--- src/sv/lsbc_pkg.sv ---
package lsbc_pkg;

	localparam int CW    = 32;            // coordinate width
	localparam int DW    = CW + 1;        // difference / offset width
	localparam int PFB   = 24;            // parameter fraction bits
	localparam int TW    = PFB + 1;       // parameter width, holds 1.0 and 1.0 + 1 lsb
	localparam int PW    = TW + 1 + DW;   // signed product width
	localparam int NAXIS = 3;
	localparam int NLANE = 2 * NAXIS;
	localparam int NREG  = 6;

	localparam int STEPS_PER_STAGE = 4;
	localparam int DIV_STAGES      = PFB / STEPS_PER_STAGE;

	// stage numbers
	localparam int ST_DIV0 = 3;
	localparam int ST_COMB = ST_DIV0 + DIV_STAGES;
	localparam int ST_MUL  = ST_COMB + 1;
	localparam int ST_OUT  = ST_COMB + 2;
	localparam int NSTAGE  = ST_OUT;

	localparam logic [CW-1:0] REJECT = -32'sd999;
	localparam logic [TW-1:0] T_ONE  = {1'b1, {PFB{1'b0}}};
	localparam logic [TW-1:0] T_OVER = {1'b1, {(PFB-1){1'b0}}, 1'b1};

	typedef enum logic [2:0] {
		REG_X_LOW  = 3'd0,
		REG_X_HIGH = 3'd1,
		REG_Y_LOW  = 3'd2,
		REG_Y_HIGH = 3'd3,
		REG_Z_LOW  = 3'd4,
		REG_Z_HIGH = 3'd5
	} cfg_reg_t;

	typedef struct packed {
		logic signed [CW-1:0] start_x;
		logic signed [CW-1:0] start_y;
		logic signed [CW-1:0] start_z;
		logic signed [CW-1:0] end_x;
		logic signed [CW-1:0] end_y;
		logic signed [CW-1:0] end_z;
	} seg_in_t;

	typedef struct packed {
		logic                 visible;
		logic signed [CW-1:0] clip_start_x;
		logic signed [CW-1:0] clip_start_y;
		logic signed [CW-1:0] clip_start_z;
		logic signed [CW-1:0] clip_end_x;
		logic signed [CW-1:0] clip_end_y;
		logic signed [CW-1:0] clip_end_z;
	} seg_out_t;

	// start point and direction per axis
	typedef struct packed {
		logic [NAXIS-1:0][CW-1:0] s;
		logic [NAXIS-1:0][DW-1:0] d;
	} geom_t;

	// one boundary test in flight through the divider
	typedef struct packed {
		logic          pzero;
		logic          pneg;
		logic          qneg;
		logic          big;    // |q| > |p|
		logic          eq;     // |q| == |p|
		logic [DW-1:0] rem;
		logic [DW-1:0] den;
		logic [PFB-1:0] quo;
	} lane_t;

	typedef struct packed {
		logic          vis;
		logic [TW-1:0] t_in;
		logic [TW-1:0] t_out;
	} tparam_t;

endpackage

--- src/sv/lsbc_div_stage.sv ---
module lsbc_div_stage import lsbc_pkg::*; (
	input  logic                    clk,
	input  logic                    en,
	input  lane_t [NLANE-1:0]       lanes_in,
	output lane_t [NLANE-1:0]       lanes_out
);

	lane_t [NLANE-1:0] nxt;

	// restoring division, STEPS_PER_STAGE quotient bits per stage
	always_comb begin
		logic [DW:0] r2;
		nxt = lanes_in;
		for (int l = 0; l < NLANE; l++) begin
			for (int k = 0; k < STEPS_PER_STAGE; k++) begin
				r2 = {nxt[l].rem, 1'b0};
				if (r2 >= {1'b0, nxt[l].den}) begin
					r2 = r2 - {1'b0, nxt[l].den};
					nxt[l].quo = {nxt[l].quo[PFB-2:0], 1'b1};
				end else begin
					nxt[l].quo = {nxt[l].quo[PFB-2:0], 1'b0};
				end
				nxt[l].rem = r2[DW-1:0];
			end
		end
	end

	always_ff @(posedge clk) begin
		if (en) begin
			lanes_out <= nxt;
		end
	end

endmodule

--- config.mk ---
export PLATFORM = sky130hd
export DESIGN_NAME = lsbc_div_stage
export DESIGN_NICKNAME = d
export VERILOG_FILES = /design/src/sv/lsbc_pkg.sv /design/src/sv/lsbc_div_stage.sv
export SDC_FILE = /design/constraint.sdc
export NUM_CORES = 2
export LEC_CHECK = 0
export ABC_AREA = 1
export ABC_CLOCK_PERIOD_IN_PS = 18600
export BUFFER_PORTS_ARGS = -buffer_cell sky130_fd_sc_hd__buf_2
export CORE_AREA = 2 2 451 453
export DETAILED_ROUTE_END_ITERATION = 7
export DIE_AREA = 0 0 453 455
export PLACE_DENSITY = 0.57
export SYNTH_ARGS = -nofsm -noshare
export SYNTH_HDL_FRONTEND = slang
export SYNTH_SLANG_ARGS = --single-unit
--- constraint.sdc ---
create_clock -name clk -period 18.6 [get_ports clk]
set_clock_uncertainty 0.05 [all_clocks]
set_input_delay 0.93 -clock clk [delete_from_list [all_inputs] [get_ports clk]]
set_output_delay 0.93 -clock clk [all_outputs]
set_load 0.01 [all_outputs]
# After elaboration in Yosys (flattened, before gate mapping)

Cells that the tools add are included.
W data, S select, Z words.

Register bits: 570
Input bits: 572
Output and inout port bits: 570
Word-level logic and storage cells: 150

Add/sub/neg operators: 24
$lt $le $gt $ge: 24
Muxes and demuxes: 48

Operator list:

| kind             | number |
|---|---|
| $ge A34 B33 Y1   | 24 |
| $mux W33         | 24 |
| $sub A33 B33 Y33 | 24 |
| $mux W1          | 24 |

# Logic depth before layout (Yosys ltp)

Depth after elaboration: 8
Depth in mapped cells: 67
Mapped depth without buffers: 64

# Least setup slack after synthesis

Ideal clock, no wire load.

Path kind: input -> register
Start point: input port lanes_in[119] (netlist name)
End point: register lanes_out[167] (netlist name) (data pin)
Library setup time: 0.253 ns
Data arrival time: 8.133 ns
Required time: 18.297 ns
Path slack: 10.165 ns
Stages: 61
Path buffers: 5
Path through: buf_4 inv_2 fa_1 nand3_1 nand3_1 nand2_1 nand2_2 nand2_1 nand2_2 nand2_1 nand2_1 or2_2 nand3_1 nand2_1 ha_1 a21oi_1 nor2_1 nor2_1 [25 not listed] nand2_1 ha_1 nand2_1 inv_1 nand2_1 nand3b_1 nand2_1 nand2_1 nand2_1 nand2_1 inv_1 o21ai_2 nand3_1 o21ai_0 a21oi_2 clkbuf_1 nand3_1 nand2_1

RTL lines:

| what                 | RTL line             | text |
|---|---|---|
| from (decl)          | lsbc_div_stage.sv:4  | `input lane_t [NLANE-1:0] lanes_in,` |
| to (signal assigned) | lsbc_div_stage.sv:30 | `lanes_out <= nxt;` |
| to (decl)            | lsbc_div_stage.sv:5  | `output lane_t [NLANE-1:0] lanes_out` |

==> flow_metrics.py <==
metrics = {
    "status": {
        "status": "complete, no violations",
    },
    "floorplan": {
        "pin_count": 1142,
        "dieArea_um2": 206000,
        "rows": 165,
        "core_um2": 201000,
        "initial_core_util": 0.370,
        "chipWidth_um": 453,
        "die_y_um": 455,
    },
    "finish": {
        "drive_above_1_share": 0.124,
        "largest_reg_flops": 570,
        "area_growth_pct": 13.8,
        "fin_nets": 13700,
        "mostFrequentLayoutCells": "nand2_1, inv_1, buf_2",
        "layout_commonest_cell": "nand2_1",
        "top_register": "lanes_out",
        "final_cell_area_um2": 84700,
        "final_util": 0.421,
        "instances_no_fill": 15100,
        "reg_top3": "lanes_out: 570 flops",
    },
    "sta": {
        "timing.fmax_mhz": 74.3,
        "fin_tns_setup_ns": 0,
        "slew_violations": 0,
        "rsz0062_at_grt": "false",
        "fin_crit_ns": 13.46,
        "slew_headroom": 0.253,
        "setup_viol": 0,
        "holdWs_ns": 0.324,
        "fin_crit_sh": 0.723,
        "hold_viol": 0,
        "fin_ws_ns": 5.14,
        "worst_slew_pin_slew_ns": 1.12,
    },
    "cts": {
        "cts_tree": "done",
        "ctsHoldBuffers": 0,
        "cts_buffer_depth": 3,
        "post-cts-setup-buffer-count": 0,
        "htreeDepth": 3,
        "cts_sinks": 570,
        "cts_buffers": 70,
        "root_buffer": "clkbuf_16",
        "cts_resized": 0,
        "clk_pin_slew_worst_paths_ns": 0.06,
    },
    "critical_path": {
        "path_common_cell": "nand2_1",
        "crit_cells": 52,
        "crit_required_ns": 18.99,
        "path_class": "input pin to register",
        "cpPeakStageDelay_ns": 0.87,
        "cp_max_fo": 44,
        "critPathCaptureType": "register",
        "crit_slowest_cell": "nand3_2",
        "cp.arrival_ns": 13.84,
        "worstPathBufferInverterCount": 7,
        "startpoint_type": "input pin",
        "crit_family": "simple AND/OR/NAND/NOR gates",
    },
    "flow_run": {
        "drv_cap": 0,
    },
    "global_route": {
        "grt_pass1_vias": 74700,
        "antenna_found_initial": 50,
        "grt_pass1_wl_um": 451000,
        "grt_max_degree": 104,
        "gr-total-overflow": 0,
        "gr-usage-all-layers": 0.286,
    },
    "yosys": {
        "synth-seq-cells": 570,
        "synth_edf_count": 570,
        "ys_warn_count": 0,
        "synthFlopType": "edfxtp_1",
        "synth_largest_area_cell": "edfxtp_1",
        "ys_seq_area_frac": 0.230,
        "postSynthCellCount": 11400,
        "synth.distinct_cells": 65,
        "synth_area_per_cell_um2": 6.55,
        "netlist_area_um2": 74400,
        "async_flop_share": 0,
        "synth.area.top_cells": "edfxtp_1, nand2_1, ha_1",
        "synth_top_area_share": 0.230,
        "syn-num-nets": 12700,
    },
    "drt": {
        "vias": 79500,
        "viasPerCell": 5.25,
        "antenna_left": 0,
        "firstDrtPassIters": 8,
        "drt-initial-drc-count": 6417,
        "wl_um": 310000,
        "routedWlPerCell_um": 20.5,
        "drc": 0,
    },
    "placed_design": {
        "gp_congestion": 0.988,
        "portBuffers": 1117,
        "dp_cells": 15000,
        "pre_cts_slack_ns": 4.48,
        "dp_hpwl_um": 264000,
        "place_area_um2": 82300,
    },
    "min_path": {
        "min_from": "lanes_in[472]",
        "hold_depth": 1,
        "hp-class": "input pin to register",
        "holdPathEnd": "lanes_out[472]$_DFFE_PP_",
    },
    "pwr": {
        "p_per_area_nw_per_um2": 189,
        "vdd_drop_max_uv": 227,
        "p_leak_nw": 43.0,
        "total_power_mw": 16.0,
    },
}
==> metal layers <==
metal | wire (um) | track usage
met4 | 16700 | 0.146
met3 | 17300 | 0.0324
met5 | 64 | 0
met2 | 142000 | 0.474
met1 | 133000 | 0.366
==> Yosys cell counts, types with 23 or more instances <==
master    number
o21ai_1      114
a31oi_1       52
nand4_1      117
xor2_1       320
edfxtp_1     570
o21bai_1      66
buf_4         40
nor2_2        40
a21o_1        88
nand2_2       46
nand3b_1      56
nand3_1      698
xnor2_1      301
inv_1       1448
buf_2         82
o21ai_0      515
inv_2         31
o21a_1        66
nor3_1       119
a21oi_1      886
o211ai_1      27
ha_1         774
clkbuf_1      23
buf_6         36
nor2_1       867
nor4_1        35
nand2_1     3613
a21boi_0      31
o21ai_2       24
or2_2         53
==> cell families after synthesis <==
family          share of synthesized area
compound gates                      0.149
xor+xnor                           0.0731
fa+ha+maj                           0.132
buf+inv                            0.0917
flops                               0.230
simple gates                        0.324
==> where the power goes <==
group	switching (mW)	total [mW]	internal, mW
sequential	0.153	2.28	2.13
combinational	8.21	12.3	4.13
clock	0.622	1.39	0.773
total	8.99	16.0	7.04
==> worst max-delay path by stage <==
stage	start	endpoint	slack (ns)
2_1_floorplan	lanes_in[119]	lanes_out[167]$_DFFE_PP_	10.16
3_3_place_gp	lanes_in[516]	lanes_out[559]$_DFFE_PP_	4.51
3_5_place_dp	lanes_in[516]	lanes_out[559]$_DFFE_PP_	4.48
4_1_cts	lanes_in[516]	lanes_out[559]$_DFFE_PP_	5.28
5_1_grt	lanes_in[516]	lanes_out[559]$_DFFE_PP_	4.30
6_report	lanes_in[524]	lanes_out[552]$_DFFE_PP_	5.14
==> area by class of cell <==
cell class	count	area [um^2]
timing repair buffer	1141	5790
clock buffer	82	1800
antenna	29	72.6
tap	2672	3340
multi-input combinational	9109	50500
inverter	1492	5610
clock inverter	41	453
fill	21700	117000
sequential	570	17100
Power figures use the tool's default switching activity.
