[src/sv/lsbc_pkg.sv]
package lsbc_pkg;

	localparam int CW    = 32;            // coordinate width
	localparam int DW    = CW + 1;        // difference / offset width
	localparam int PFB   = 24;            // parameter fraction bits
	localparam int TW    = PFB + 1;       // parameter width, holds 1.0 and 1.0 + 1 lsb
	localparam int PW    = TW + 1 + DW;   // signed product width
	localparam int NAXIS = 3;
	localparam int NLANE = 2 * NAXIS;
	localparam int NREG  = 6;

	localparam int STEPS_PER_STAGE = 4;
	localparam int DIV_STAGES      = PFB / STEPS_PER_STAGE;

	// stage numbers
	localparam int ST_DIV0 = 3;
	localparam int ST_COMB = ST_DIV0 + DIV_STAGES;
	localparam int ST_MUL  = ST_COMB + 1;
	localparam int ST_OUT  = ST_COMB + 2;
	localparam int NSTAGE  = ST_OUT;

	localparam logic [CW-1:0] REJECT = -32'sd999;
	localparam logic [TW-1:0] T_ONE  = {1'b1, {PFB{1'b0}}};
	localparam logic [TW-1:0] T_OVER = {1'b1, {(PFB-1){1'b0}}, 1'b1};

	typedef enum logic [2:0] {
		REG_X_LOW  = 3'd0,
		REG_X_HIGH = 3'd1,
		REG_Y_LOW  = 3'd2,
		REG_Y_HIGH = 3'd3,
		REG_Z_LOW  = 3'd4,
		REG_Z_HIGH = 3'd5
	} cfg_reg_t;

	typedef struct packed {
		logic signed [CW-1:0] start_x;
		logic signed [CW-1:0] start_y;
		logic signed [CW-1:0] start_z;
		logic signed [CW-1:0] end_x;
		logic signed [CW-1:0] end_y;
		logic signed [CW-1:0] end_z;
	} seg_in_t;

	typedef struct packed {
		logic                 visible;
		logic signed [CW-1:0] clip_start_x;
		logic signed [CW-1:0] clip_start_y;
		logic signed [CW-1:0] clip_start_z;
		logic signed [CW-1:0] clip_end_x;
		logic signed [CW-1:0] clip_end_y;
		logic signed [CW-1:0] clip_end_z;
	} seg_out_t;

	// start point and direction per axis
	typedef struct packed {
		logic [NAXIS-1:0][CW-1:0] s;
		logic [NAXIS-1:0][DW-1:0] d;
	} geom_t;

	// one boundary test in flight through the divider
	typedef struct packed {
		logic          pzero;
		logic          pneg;
		logic          qneg;
		logic          big;    // |q| > |p|
		logic          eq;     // |q| == |p|
		logic [DW-1:0] rem;
		logic [DW-1:0] den;
		logic [PFB-1:0] quo;
	} lane_t;

	typedef struct packed {
		logic          vis;
		logic [TW-1:0] t_in;
		logic [TW-1:0] t_out;
	} tparam_t;

endpackage

[src/sv/lsbc_combine.sv]
module lsbc_combine import lsbc_pkg::*; (
	input  logic              clk,
	input  logic              en,
	input  lane_t [NLANE-1:0] lanes_in,
	output tparam_t           res_s9
);

	tparam_t nxt;

	always_comb begin
		logic          fail;
		logic [TW-1:0] cand;
		fail = 1'b0;
		nxt.t_in = '0;
		nxt.t_out = T_ONE;
		for (int l = 0; l < NLANE; l++) begin
			cand = '0;
			if (lanes_in[l].pzero) begin
				if (lanes_in[l].qneg) fail = 1'b1;
			end else if (lanes_in[l].pneg) begin
				// entry: only a negative offset can raise t_in; round up
				if (lanes_in[l].qneg) begin
					if (lanes_in[l].big) cand = T_OVER;
					else if (lanes_in[l].eq) cand = T_ONE;
					else cand = TW'(lanes_in[l].quo) + TW'(lanes_in[l].rem != '0);
					if (cand > nxt.t_in) nxt.t_in = cand;
				end
			end else begin
				// exit: negative offset means t_out < 0; round down
				if (lanes_in[l].qneg) begin
					fail = 1'b1;
				end else if (!lanes_in[l].big && !lanes_in[l].eq) begin
					cand = TW'(lanes_in[l].quo);
					if (cand < nxt.t_out) nxt.t_out = cand;
				end
			end
		end
		nxt.vis = !fail && (nxt.t_in <= nxt.t_out);
	end

	always_ff @(posedge clk) begin
		if (en) begin
			res_s9 <= nxt;
		end
	end

endmodule

[config.mk]
export PLATFORM = sky130hd
export DESIGN_NAME = lsbc_combine
export DESIGN_NICKNAME = d
export VERILOG_FILES = /design/src/sv/lsbc_pkg.sv /design/src/sv/lsbc_combine.sv
export SDC_FILE = /design/constraint.sdc
export NUM_CORES = 1
export LEC_CHECK = 0
export BUFFER_PORTS_ARGS = -buffer_cell sky130_fd_sc_hd__buf_2
export CAP_MARGIN = 40
export CORE_AREA = 2 2 242 244
export DETAILED_ROUTE_END_ITERATION = 7
export DIE_AREA = 0 0 244 246
export PLACE_DENSITY = 0.51
export SLEW_MARGIN = 10
export SYNTH_ARGS = -nofsm -noshare
export SYNTH_HDL_FRONTEND = slang
export SYNTH_SLANG_ARGS = --single-unit
[constraint.sdc]
create_clock -name clk -period 15.59 [get_ports clk]
set_clock_uncertainty 0.05 [all_clocks]
set_input_delay 0.7795 -clock clk [delete_from_list [all_inputs] [get_ports clk]]
set_output_delay 0.7795 -clock clk [all_outputs]
set_load 0.02 [all_outputs]
Word level (Yosys, flattened, before mapping). Cells that the tools add are included.

Output and inout port bits: 51. ROM bits: 0. Memories kept: 0. Latch bits: 0. Logic and storage cells: 142. Input bits: 572. Memory bits (writable): 0. Register bits: 51.

Bitwise logic cells: 0. Shift-type cells: 0. Multiply operators: 0. Div/mod/pow operators: 0. $lt $le $gt $ge: 12. Eq/ne operators: 0. Reductions and logical operators: 26. Add/sub/neg operators: 6. Mux-type cells: 95.

Operators by type and width (number): 2-to-1 mux 25 bit (71); 2-to-1 mux 50 bit (6); nonzero test 33 bit (6); adder 24 x 1 -> 25 bit (6); > comparator 25 bit (5); < comparator 24 x 25 -> 1 bit (5); > comparator 25 x 1 -> 1 bit (second input constant) (1); less-or-equal comparator 25 bit (1); 2-to-1 mux 1 bit (18); zero test 1 bit (13); logical AND 1 bit (7).

Logic depth before layout (Yosys ltp). Gate-level depths: netlist of the first run.

Depth after elaboration: 44. Gate-level depth with buffers: 90. Depth with buffers taken out: 84.

Least setup slack after synthesis of the first run. Ideal clock, no wire load.

Path type: in2reg. From: in lanes_in[63] (netlist name). To: reg res_s9[50] (netlist name), data pin. Data required time: 15.388 ns. Path slack: -0.347 ns. Setup time: 0.152 ns. Buffers on the path: 9. Stages: 85. Arrival time: 15.735 ns. Path through: or4_1 > nor4_1 > nand2_1 > ha_1 > and3_1 > nand4_1 > mux2_2 > nor2_1 > o211ai_1 > a221oi_1 > o21ba_2 > inv_1 > nand2_1 > ha_1 > nor2b_1 > o21a_1 > o21ai_0 > a21oi_1 > (+49 left out) > a31oi_1 > nor3_1 > nor2_1 > clkbuf_1 > a21oi_1 > a211oi_1 > ha_1 > nor2b_1 > o21a_1 > o21a_1 > o21a_1 > o21a_1 > o21a_1 > o21ai_0 > nand2b_1 > a21oi_1 > o211ai_1 > a31oi_1.

RTL lines: from (decl) (RTL line lsbc_combine.sv:4) `input lane_t [NLANE-1:0] lanes_in,`; to (signal assigned) (RTL line lsbc_combine.sv:43) `res_s9 <= nxt;`; to (decl) (RTL line lsbc_combine.sv:5) `output tparam_t res_s9`.

==> results of run 1 <==
-- metrics by stage --
stage	worst slack, ns	hold WS [ns]	setup TNS, ns	power [W]	cells
CTS	0.00505	0.815	0	0.000892	3671
finish	0.391	0.819	0	0.000934	3709
global placement	-1.59	1.13	-1.85	0.000743	3656
global route	-0.252	0.823	-0.252	0.000999	3708
detailed placement	-1.48	1.13	-1.50	0.000751	3660
floorplan	0.0572	0.842	0	0.000460	2159
-- area by class of cell --
| type | instances | area [sq um] |
|---|---|---|
| Fill cell | 5988 | 34400 |
| Tap cell | 765 | 957 |
| Timing Repair Buffer | 843 | 5450 |
| Clock buffer | 5 | 125 |
| Sequential cell | 51 | 1530 |
| Inverter | 133 | 502 |
| Clock inverter | 3 | 42.5 |
| Antenna cell | 8 | 20.0 |
| Multi-Input combinational cell | 1901 | 14300 |
-- final timing paths --
check,to,slack (ns),cells past startpoint
worst min-delay path,res_s9[18],0.82,2
worst max-delay path,res_s9[50],0.39,84
-- cells by family (layout without fill, tap and decap cells) --
logic type | count (synthesis) | count (layout) | share of synthesized area [%]
simple gates | 867 | 867 | 27.1
compound gates | 525 | 525 | 21.1
fa+ha+maj | 277 | 277 | 22.0
buf+inv | 207 | 984 | 5.29
xor+xnor | 124 | 124 | 6.90
mux | 108 | 108 | 7.85
flops | 51 | 51 | 9.73
other cells | 0 | 8 | 0
-- routing by layer --
metal	share of wire (%)	vias up	GRT usage, %
met4	2.6	10	7.10
met5	0.066	-	0
met3	8.8	99	7.02
met1	45	9294	35.1
li1	-	9547	-
met2	44	726	40.7
-- report_power, final --
group	switching, W	internal (W)
combinational	0.000349	0.000287
sequential	0.00000364	0.000168
clock	0.0000505	0.0000758
total	0.000403	0.000531
-- what timing repair did --
| item | CTS | global route |
|---|---|---|
| endpoints found under the setup margin | 1 | 1 |
| hold buffers | 0 | 0 |
| gates resized for setup | 48 | 171 |
| buffers inserted | 3 | 31 |
| gates cloned | 0 | 2 |
| pin swaps | 12 | 75 |
-- cells in the final DEF (no fill, tap or decap), drive strengths merged, types with 12 or more instances in the layout --
cell type / n
nor4: 61
or4: 12
xnor2: 48
a21oi: 156
a221oi: 12
nor2: 231
xor2: 76
nand4: 77
a221o: 12
and3: 46
nand2b: 13
inv: 134
nand2: 214
ha: 277
mux2: 73
or2: 15
nor2b: 18
or3: 20
nand3: 90
o21a: 38
and2: 18
nor3: 29
o21ai: 137
mux2i: 35
and4: 16
buf: 842
edfxtp: 51
a21o: 78
==> metrics.yaml, run 1 <==
sta:
  tightest_slew_ns: 0.845
  relSlewSlack_pct: 43.2
  setup_viol: 0
  min_period_over_period_pct: 97.5
  hold_violations: 0
  rsz0062_at_grt: "true"
  final-max-slew-violation-count: 0
  fmax_ghz: 0.0658
  layout_min_cycle_time_ns: 15.20
floorplanning:
  coreArea_sq_um: 57400
  die_w_um: 244
  pin_count: 623
  fp-row-count: 88
  die_y_um: 246
  start_util_pct: 27.4
  die_area_sq_um: 60000
final_layout:
  largest_reg_flops: 51
  nNetsFinal: 3784
  regMostFlops: "res_s9"
  post-route-util_pct: 40.0
  design_area_sq_um: 22900
  drive_above_1_share_pct: 37.0
  reg.largest.list: "res_s9: 51 flops"
  syn_to_final_growth_pct: 45.7
worst_setup_path:
  path_max_fanout: 7
  cp.required_ns: 15.68
  critPathTopFamily: "compound AO/OA/AOI/OAI gates"
  cpPeakStageDelay_ns: 0.59
  critPathLaunchType: "input port"
  path_buf_inv: 13
  cp-startpoint: "lanes_in[63]"
  cp.arrival_ns: 15.29
  cpMaxStageDelayCell: "or4_4"
  crit_path_end_kind: "flip-flop"
  timing.critical_path.mode_cell: "o21a_1"
  crit_type: "input port to flip-flop"
route:
  drc_errors: 0
  vias: 19700
  initialDrtViolationCount: 1383
  routed_wl_um: 81600
  wire_per_inst_um: 22.0
  drtPass1Iterations: 7
  ant_nets: 0
  viasPerCell: 5.30
synth:
  synth_area_leaders: "ha_1 (22%), edfxtp_1 (9.7%), nor2_1 (5.5%)"
  ys_top_cells_by_count: "ha_1 (277), nor2_1 (231), nand2_1 (214), a21oi_1 (156), o21ai_0 (135)"
  synth.most_common_cell: "ha_1"
  yosysSeqAreaShare_pct: 9.73
  synth_warnings: 0
  synthesis.area_sq_um: 15700
  synthArstFlopShare_pct: 0
  ys_types: 74
  syn-num-nets: 3008
  synth.avg_cell_area_sq_um: 7.29
  synth_top_area_cell: "ha_1"
  syn_inst: 2159
  synthFlopType: "edfxtp_1"
  synth_edf_count: 51
  netlist.area_leader.share_pct: 22.0
  ys_ff_latch: 51
global_routing:
  antenna_found_initial: 17
  grt_pass1_wl_um: 117000
  grtUsageTotal_pct: 26.0
  grt-ovfl-total: 0
  grt_pass1_vias: 19200
  grt_max_degree: 47
power:
  ir_drop_mv: 0.0526
  p_per_area_nw_per_um2: 40.7
  p_leak_nw: 10.6
placement:
  place_area_sq_um: 21500
  routabilityCongestion: 1.02
  io_buffers: 424
  hpwl_um: 71800
job:
  cap_violations: 0
cts:
  cts_made_buffers: 5
  clockBufferDepth: 2
  cts.reportedPaths.clkPinSlew_ns: 0.06
  cts.sink_count: 51
  cts_tree: "done"
  root_buffer: "clkbuf_16"
  h-tree-depth: 2
worst_hold_path:
  hold_class: "input port to flip-flop"
  worstHoldStart: "lanes_in[493]"
status:
  outcome: "finished, final reports clean"
Note: power is estimated with default switching activity, not from simulation.
==> inputs of run 2 (changes only) <==
Settings changed: ABC_AREA from default to 1, CORE_AREA 2 2 242 244 to 2 2 244 246, DIE_AREA 0 0 244 246 to 0 0 246 248, PLACE_DENSITY 0.51 to 0.49, RECOVER_POWER from default to 50.
==> run 2 against run 1 <==
The run now ends with max-capacitance violations, max-slew violations left. Final area is 1.2% lower. Utilization shrank 1.2 points. First-iteration DRC count fell by 27%. Largest power group unchanged. Sequential share of layout area up 0.083 points. Maximum frequency grew 3.6%. Critical path depth grew 26. Via count increased by 0.81%. Global-route usage shrank 5.0 points. Die area increased by 1.6%.
==> metrics.yaml, run 2 <==
final_layout:
  layout_commonest_cell: "nand2_1"  # was buf_2
  regMostFlops: "res_s9"  # unchanged
  reg.largest.list: "res_s9: 51 flops"  # unchanged
  nNetsFinal: 4236  # was 3784
  largest_reg_flops: 51  # unchanged
  layout_common_cells: "nand2_1 (664), buf_4 (434), buf_2 (399), inv_1 (298), ha_1 (246)"  # was buf_2 (425), buf_4 (393), ha_1 (262), nor2_1 (220), nand2_1 (206)
  drive_above_1_share_pct: 31.8  # was 37.0%
  syn_to_final_growth_pct: 49.8  # was 45.7%
power:
  ir_drop_mv: 0.0585  # was 0.0526 mV
  p_leak_nw: 11.7  # was 10.6 nW
  p_total_w: 0.000897  # was 0.000934 W
  p_per_area_nw_per_um2: 39.6  # was 40.7 nW/um^2
status:
  violations: "max-capacitance violations, max-slew violations"
  outcome: "complete, but fails checks"  # was finished, final reports clean
worst_setup_path:
  cp.arrival_ns: 14.74  # was 15.29 ns
  critPathLaunchType: "input port"  # unchanged
  cpPeakStageDelay_ns: 0.54  # was 0.59 ns
  timing.critical_path.mode_cell: "nand2_1"  # was o21a_1
  crit_type: "input port to flip-flop"  # unchanged
  cp.required_ns: 15.67  # was 15.68 ns
  cpMaxStageDelayCell: "or4_4"  # unchanged
  crit_path_end_kind: "flip-flop"  # unchanged
  path_max_fanout: 8  # was 7
sta:
  tightest_slew_ns: 2.73  # was 0.845 ns
  relSlewSlack_pct: -82.1  # was 43.2%
  hold_violations: 0  # unchanged
  fmax_ghz: 0.0682  # was 0.0658 GHz
  fin_hold_ws_ns: 0.781  # was 0.819 ns
  layout_min_cycle_time_ns: 14.67  # was 15.20 ns
  final-max-slew-violation-count: 52  # was 0
  setup_viol: 0  # unchanged
  min_period_over_period_pct: 94.1  # was 97.5%
global_routing:
  grt_pass1_vias: 18500  # was 19200
  grt-ovfl-total: 0  # unchanged
  grt_pass1_wl_um: 100000  # was 117000 um
  grt_max_degree: 52  # was 47
  antenna_found_initial: 26  # was 17
  grtUsageTotal_pct: 21.0  # was 26.0%
route:
  ant_nets: 0  # unchanged
  vias: 19800  # was 19700
  routed_wl_um: 67800  # was 81600 um
  viasPerCell: 4.76  # was 5.30
  drc_errors: 0  # unchanged
  drtPass1Iterations: 5  # was 7
  initialDrtViolationCount: 1006  # was 1383
  wire_per_inst_um: 16.3  # was 22.0 um
synth:
  synthFlopType: "edfxtp_1"  # unchanged
  synth_warnings: 0  # unchanged
  ys_top_cells_by_count: "nand2_1 (705), inv_1 (311), ha_1 (277), nor2_1 (242), o21ai_0 (230)"  # was ha_1 (277), nor2_1 (231), nand2_1 (214), a21oi_1 (156), o21ai_0 (135)
  netlist.area_leader.share_pct: 22.9  # was 22.0%
  yosysSeqAreaShare_pct: 10.1  # was 9.73%
  synth.most_common_cell: "nand2_1"  # was ha_1
  synth.avg_cell_area_sq_um: 5.88  # was 7.29 sq um
  synth_top_area_cell: "ha_1"  # unchanged
  ys_types: 46  # was 74
  syn-num-nets: 3422  # was 3008
  syn_inst: 2573  # was 2159
  ys_ff_latch: 51  # unchanged
  synth_area_leaders: "ha_1 (23%), nand2_1 (17%), edfxtp_1 (10%)"  # was ha_1 (22%), edfxtp_1 (9.7%), nor2_1 (5.5%)
  synthArstFlopShare_pct: 0  # unchanged
  synthesis.area_sq_um: 15100  # was 15700 sq um
  synth_edf_count: 51  # unchanged
cts:
  h-tree-depth: 2  # unchanged
  cts.reportedPaths.clkPinSlew_ns: 0.07  # was 0.06 ns
  cts_tree: "done"  # unchanged
  root_buffer: "clkbuf_16"  # unchanged
  cts.sink_count: 51  # unchanged
  cts_made_buffers: 5  # unchanged
  clockBufferDepth: 2  # unchanged
  cts-hold-fix-buffers: 0  # unchanged
floorplanning:
  coreArea_sq_um: 58500  # was 57400 sq um
  pin_count: 623  # unchanged
  fp-row-count: 89  # was 88
  die_area_sq_um: 61000  # was 60000 sq um
  die_y_um: 248  # was 246 um
  die_w_um: 246  # was 244 um
  start_util_pct: 25.9  # was 27.4%
worst_hold_path:
  worstHoldStart: "lanes_in[487]"  # was lanes_in[493]
  whs_path_depth: 3  # was 2
  hold_class: "input port to flip-flop"  # unchanged
  min_to: "res_s9[12]"  # was res_s9[18]
placement:
  io_buffers: 424  # unchanged
  routabilityCongestion: 0.993  # was 1.02
  hpwl_um: 60000  # was 71800 um
job:
  cap_violations: 1  # was 0
run 2: changes by cell type after synthesis, sizes merged, moves of 32 or more:
cell / change
a21o: -73
and3: -41
inv: +179
mux2: -73
mux2i: -35
nand2: +494
nand3: +87
nor3: +51
o21a: -32
o21ai: +95
xnor2: -48
xor2: -76
run 2: timing repair:
item	4_1_cts	5_1_grt
resized for setup	9	292
cloned	0	4
setup buffers	0	34
hold endpoints to repair	0	0
pin swaps	1	143
setup endpoints to repair	1	21
run 2: worst max path at each step:
stage               cells past startpoint    endpoint     startpoint  slack [ns]
floorplan                             112  res_s9[50]  lanes_in[153]        0.82
global placement                      112  res_s9[50]  lanes_in[153]       -0.19
detailed placement                    111  res_s9[50]  lanes_in[158]       -0.50
CTS                                   108  res_s9[50]  lanes_in[153]       0.001
global route                          112  res_s9[50]   lanes_in[61]       -0.23
finish                                110  res_s9[50]  lanes_in[156]        0.92
run 2: layout make-up:
type / instances / area, sq um
fill: 6498 / 35800
sequential: 51 / 1530
tap: 773 / 967
multi-input combinational: 2139 / 13200
inverter: 312 / 1180
antenna: 8 / 20.0
clock buffer: 5 / 125
clock inverter: 3 / 42.5
timing repair inverter: 1 / 7.51
timing repair buffer: 877 / 5620
run 2: critical path, delay by kind of cell:
family                   cells  cell delay [ns]
AO/OA/AOI/OAI               40             5.60
AND/OR/NAND/NOR             46             4.80
adder cells (fa/ha/maj)      8             1.85
buffers and inverters       16             1.65
run 2: kinds of logic after synthesis:
group                    count (synthesis)  synth area share (%)
flip-flops                              51                  10.1
adder cells (fa/ha/maj)                277                  22.9
AND/OR/NAND/NOR                       1386                  39.8
AO/OA/AOI/OAI                          476                  17.1
buffers and inverters                  383                  9.99
run 2: metal layers:
| layer | vias up | GRT usage [%] | routed length [um] | share of wire, % |
|---|---|---|---|---|
| met2 | 542 | 37.3 | 32300 | 48 |
| met4 | 36 | 6.24 | 2110 | 3.1 |
| met5 | - | 0 | 260 | 0.38 |
| met3 | 107 | 2.62 | 3860 | 5.7 |
| li1 | 10400 | - | - | - |
| met1 | 8717 | 26.3 | 29300 | 43 |
run 2: power breakdown:
part | internal (W) | switching (W)
clock network | 0.0000758 | 0.0000495
registers | 0.000169 | 0.00000474
logic | 0.000268 | 0.000330
total | 0.000513 | 0.000385
run 2: per-stage QoR:
stage | instance area [sq um] | utilization (%) | cells | setup WS [ns] | setup TNS (ns)
after floorplan | 15100 | - | 2573 | 0.817 | 0
after CTS | 21200 | 36.3 | 4124 | 0.00107 | 0
after global placement | 21000 | 36.0 | 4115 | -0.191 | -0.191
after global routing | 22600 | 38.7 | 4163 | -0.225 | -0.225
after detailed placement | 21100 | 36.0 | 4116 | -0.496 | -0.496
final | 22700 | 38.8 | 4169 | 0.924 | 0
==> inputs of run 3 (changes only) <==
Settings changed: CORE_AREA 2 2 244 246 to 2 2 240 242, DIE_AREA 0 0 246 248 to 0 0 242 244, PLACE_DENSITY 0.49 to default.
==> run 3 against run 2 <==
The flow still finishes with violations (max-capacitance violations, max-slew violations). Setup slack worse by 0.34 ns. Sequential power hardly changed. Maximum frequency is 2.3% lower. Total power is 8.7% lower. Sequential share of layout area is 0.58 points higher. Cell count is 2.9% lower. Final area is 8.0% lower. Utilization is 1.6 points lower. Hold slack better by 0.025 ns. Critical path type unchanged. Largest power group unchanged.
==> metrics.yaml, run 3 (synthesis gave the netlist of run 2 again) <==
power:
  ir_drop_mv: 0.0861  # was 0.0585 mV
  swShare_pct: 43.6  # was 42.9%
  p_seq_share_pct: 21.2  # was 19.3%
  clkPwrFrac_pct: 13.2  # was 14.0%
  p_comb_share_pct: 65.6  # was 66.7%
  p_total_w: 0.000819  # was 0.000897 W
  p_int_w: 0.000462  # was 0.000513 W
  p_per_area_nw_per_um2: 39.3  # was 39.6 nW/um^2
  p_sw_w: 0.000357  # was 0.000385 W
  p_leak_nw: 11.0  # was 11.7 nW
floorplanning:
  die_area_sq_um: 59000  # was 61000 sq um
  fp-row-count: 87  # was 89
  pin_count: 623  # unchanged
  die_w_um: 242  # was 246 um
  die_y_um: 244  # was 248 um
  start_util_pct: 26.9  # was 25.9%
  coreArea_sq_um: 56200  # was 58500 sq um
worst_setup_path:
  path_buf_inv: 15  # was 16
  cp.arrival_ns: 15.07  # was 14.74 ns
  critPathTopFamily: "compound AO/OA/AOI/OAI gates"  # unchanged
  path_max_fanout: 14  # was 8
  crit_path_end_kind: "flip-flop"  # unchanged
  critPathLaunchType: "input port"  # unchanged
  cp.required_ns: 15.65  # was 15.67 ns
  timing.critical_path.mode_cell: "nand2_1"  # unchanged
  cpPeakStageDelay_ns: 0.53  # was 0.54 ns
  crit_type: "input port to flip-flop"  # unchanged
  cpMaxStageDelayCell: "or4_1"  # was or4_4
placement:
  io_buffers: 424  # unchanged
  pre_cts_slack_ns: -0.480  # was -0.496 ns
  routabilityCongestion: 1.04  # was 0.993
  hpwl_um: 57000  # was 60000 um
sta:
  final-max-slew-violation-count: 52  # unchanged
  tightest_slew_ns: 2.73  # about the same
  relSlewSlack_pct: -81.8  # was -82.1%
  min_period_over_period_pct: 96.3  # was 94.1%
  layout_min_cycle_time_ns: 15.01  # was 14.67 ns
  fmax_ghz: 0.0666  # was 0.0682 GHz
  hold_violations: 0  # unchanged
  setup_viol: 0  # unchanged
  rsz0062_at_grt: "true"
  worst_slack_ns: 0.581  # was 0.924 ns
  fin_hold_ws_ns: 0.806  # was 0.781 ns
cts:
  cts_made_buffers: 5  # unchanged
  cts.sink_count: 51  # unchanged
  cts.reportedPaths.clkPinSlew_ns: 0.07  # about the same
  cts-hold-fix-buffers: 0  # unchanged
  root_buffer: "clkbuf_16"  # unchanged
  cts_tree: "done"  # unchanged
  h-tree-depth: 2  # unchanged
  clockBufferDepth: 2  # unchanged
route:
  ant_nets: 0  # unchanged
  drtPass1Iterations: 7  # was 5
  wire_per_inst_um: 15.7  # was 16.3 um
  viasPerCell: 4.82  # was 4.76
  initialDrtViolationCount: 1200  # was 1006
  drc_errors: 0  # unchanged
  vias: 19500  # was 19800
  routed_wl_um: 63400  # was 67800 um
worst_hold_path:
  hold_class: "input port to flip-flop"  # unchanged
  whs_path_depth: 3  # unchanged
  min_to: "res_s9[11]"  # was res_s9[12]
  worstHoldStart: "lanes_in[486]"  # was lanes_in[487]
global_routing:
  antenna_found_initial: 24  # was 26
  grt_max_degree: 52  # unchanged
  grtUsageTotal_pct: 20.7  # was 21.0%
  grt_pass1_wl_um: 97500  # was 100000 um
  grt-ovfl-total: 0  # unchanged
  grt_pass1_vias: 18400  # was 18500
final_layout:
  layout_common_cells: "nand2_1 (700), buf_2 (399), buf_4 (342), inv_1 (309), ha_1 (274)"  # was nand2_1 (664), buf_4 (434), buf_2 (399), inv_1 (298), ha_1 (246)
  post-route-util_pct: 37.1  # was 38.8%
  nNetsFinal: 4131  # was 4236
  reg.largest.list: "res_s9: 51 flops"  # unchanged
  layout_commonest_cell: "nand2_1"  # unchanged
  drive_above_1_share_pct: 25.0  # was 31.8%
  regMostFlops: "res_s9"  # unchanged
  syn_to_final_growth_pct: 37.8  # was 49.8%
  largest_reg_flops: 51  # unchanged
status:
  outcome: "complete, but fails checks"  # unchanged
  violations: "max-capacitance violations, max-slew violations"  # unchanged
job:
  cap_violations: 1  # unchanged
## run 3: changes by cell type in the layout (fill, tap and decap cells not counted), moves of 11 or more
cell / previous run / this run
buf_4: 434 / 342
nand2_1: 664 / 700
ha_1: 246 / 274
nand2_2: 35 / 7
nor2_1: 210 / 237
ha_4: 27 / 3
o21ai_0: 185 / 209
nor2_2: 25 / 6
inv_1: 298 / 309
o21ai_1: 31 / 20
## run 3: routing by layer
metal	global-route usage [%]	share of wire (%)
met5	0	0.30
met4	5.48	2.8
met3	3.01	6.3
met2	35.9	46
met1	26.7	45
## run 3: worst max path at each step
| stage | slack (ns) | depth (start not counted) | endpoint | start |
|---|---|---|---|---|
| 5_1_grt | -0.75 | 113 | res_s9[50] | lanes_in[167] |
| 4_1_cts | 0.05 | 114 | res_s9[50] | lanes_in[170] |
| 3_3_place_gp | -0.11 | 114 | res_s9[50] | lanes_in[161] |
| 2_1_floorplan | 0.82 | 112 | res_s9[50] | lanes_in[153] |
| 3_5_place_dp | -0.48 | 113 | res_s9[50] | lanes_in[170] |
| 6_report | 0.58 | 109 | res_s9[50] | lanes_in[58] |
## run 3: metrics by stage
stage	instances	instance area, sq um	TNS, ns
floorplan	2573	15100	0
global placement	4023	20500	-0.109
detailed placement	4024	20500	-0.480
CTS	4032	20600	0
global route	4042	20800	-0.748
finish	4047	20900	0
## run 3: layout make-up
type / count / area [sq um]
clock inverter: 3 / 17.5
sequential: 51 / 1530
timing repair buffer: 773 / 4760
clock buffer: 5 / 125
multi-input combinational: 2139 / 12300
fill: 6278 / 35300
tap: 756 / 946
antenna: 8 / 20.0
inverter: 312 / 1180
## run 3: tightest hold or removal path, cell delays in order
cell and delay (ns):
buf_2 0.12, nand3_1 0.08, nand2_1 0.07
## run 3: power by group through the flow
| stage | Sequential [W] | Combinational [W] | Clock (W) |
|---|---|---|---|
| floorplan | 0.000193 | 0.000245 | 0 |
| global placement | 0.000176 | 0.000519 | 0 |
| detailed placement | 0.000177 | 0.000523 | 0 |
| CTS | 0.000174 | 0.000526 | 0.000109 |
| global route | 0.000175 | 0.000600 | 0.000114 |
| finish | 0.000174 | 0.000537 | 0.000108 |
## run 3: timing repair
item / 4_1_cts / 5_1_grt
buffers inserted: 0 / 7
resized for setup: 4 / 61
pin swaps: 0 / 17
endpoints found under the setup margin: 1 / 17
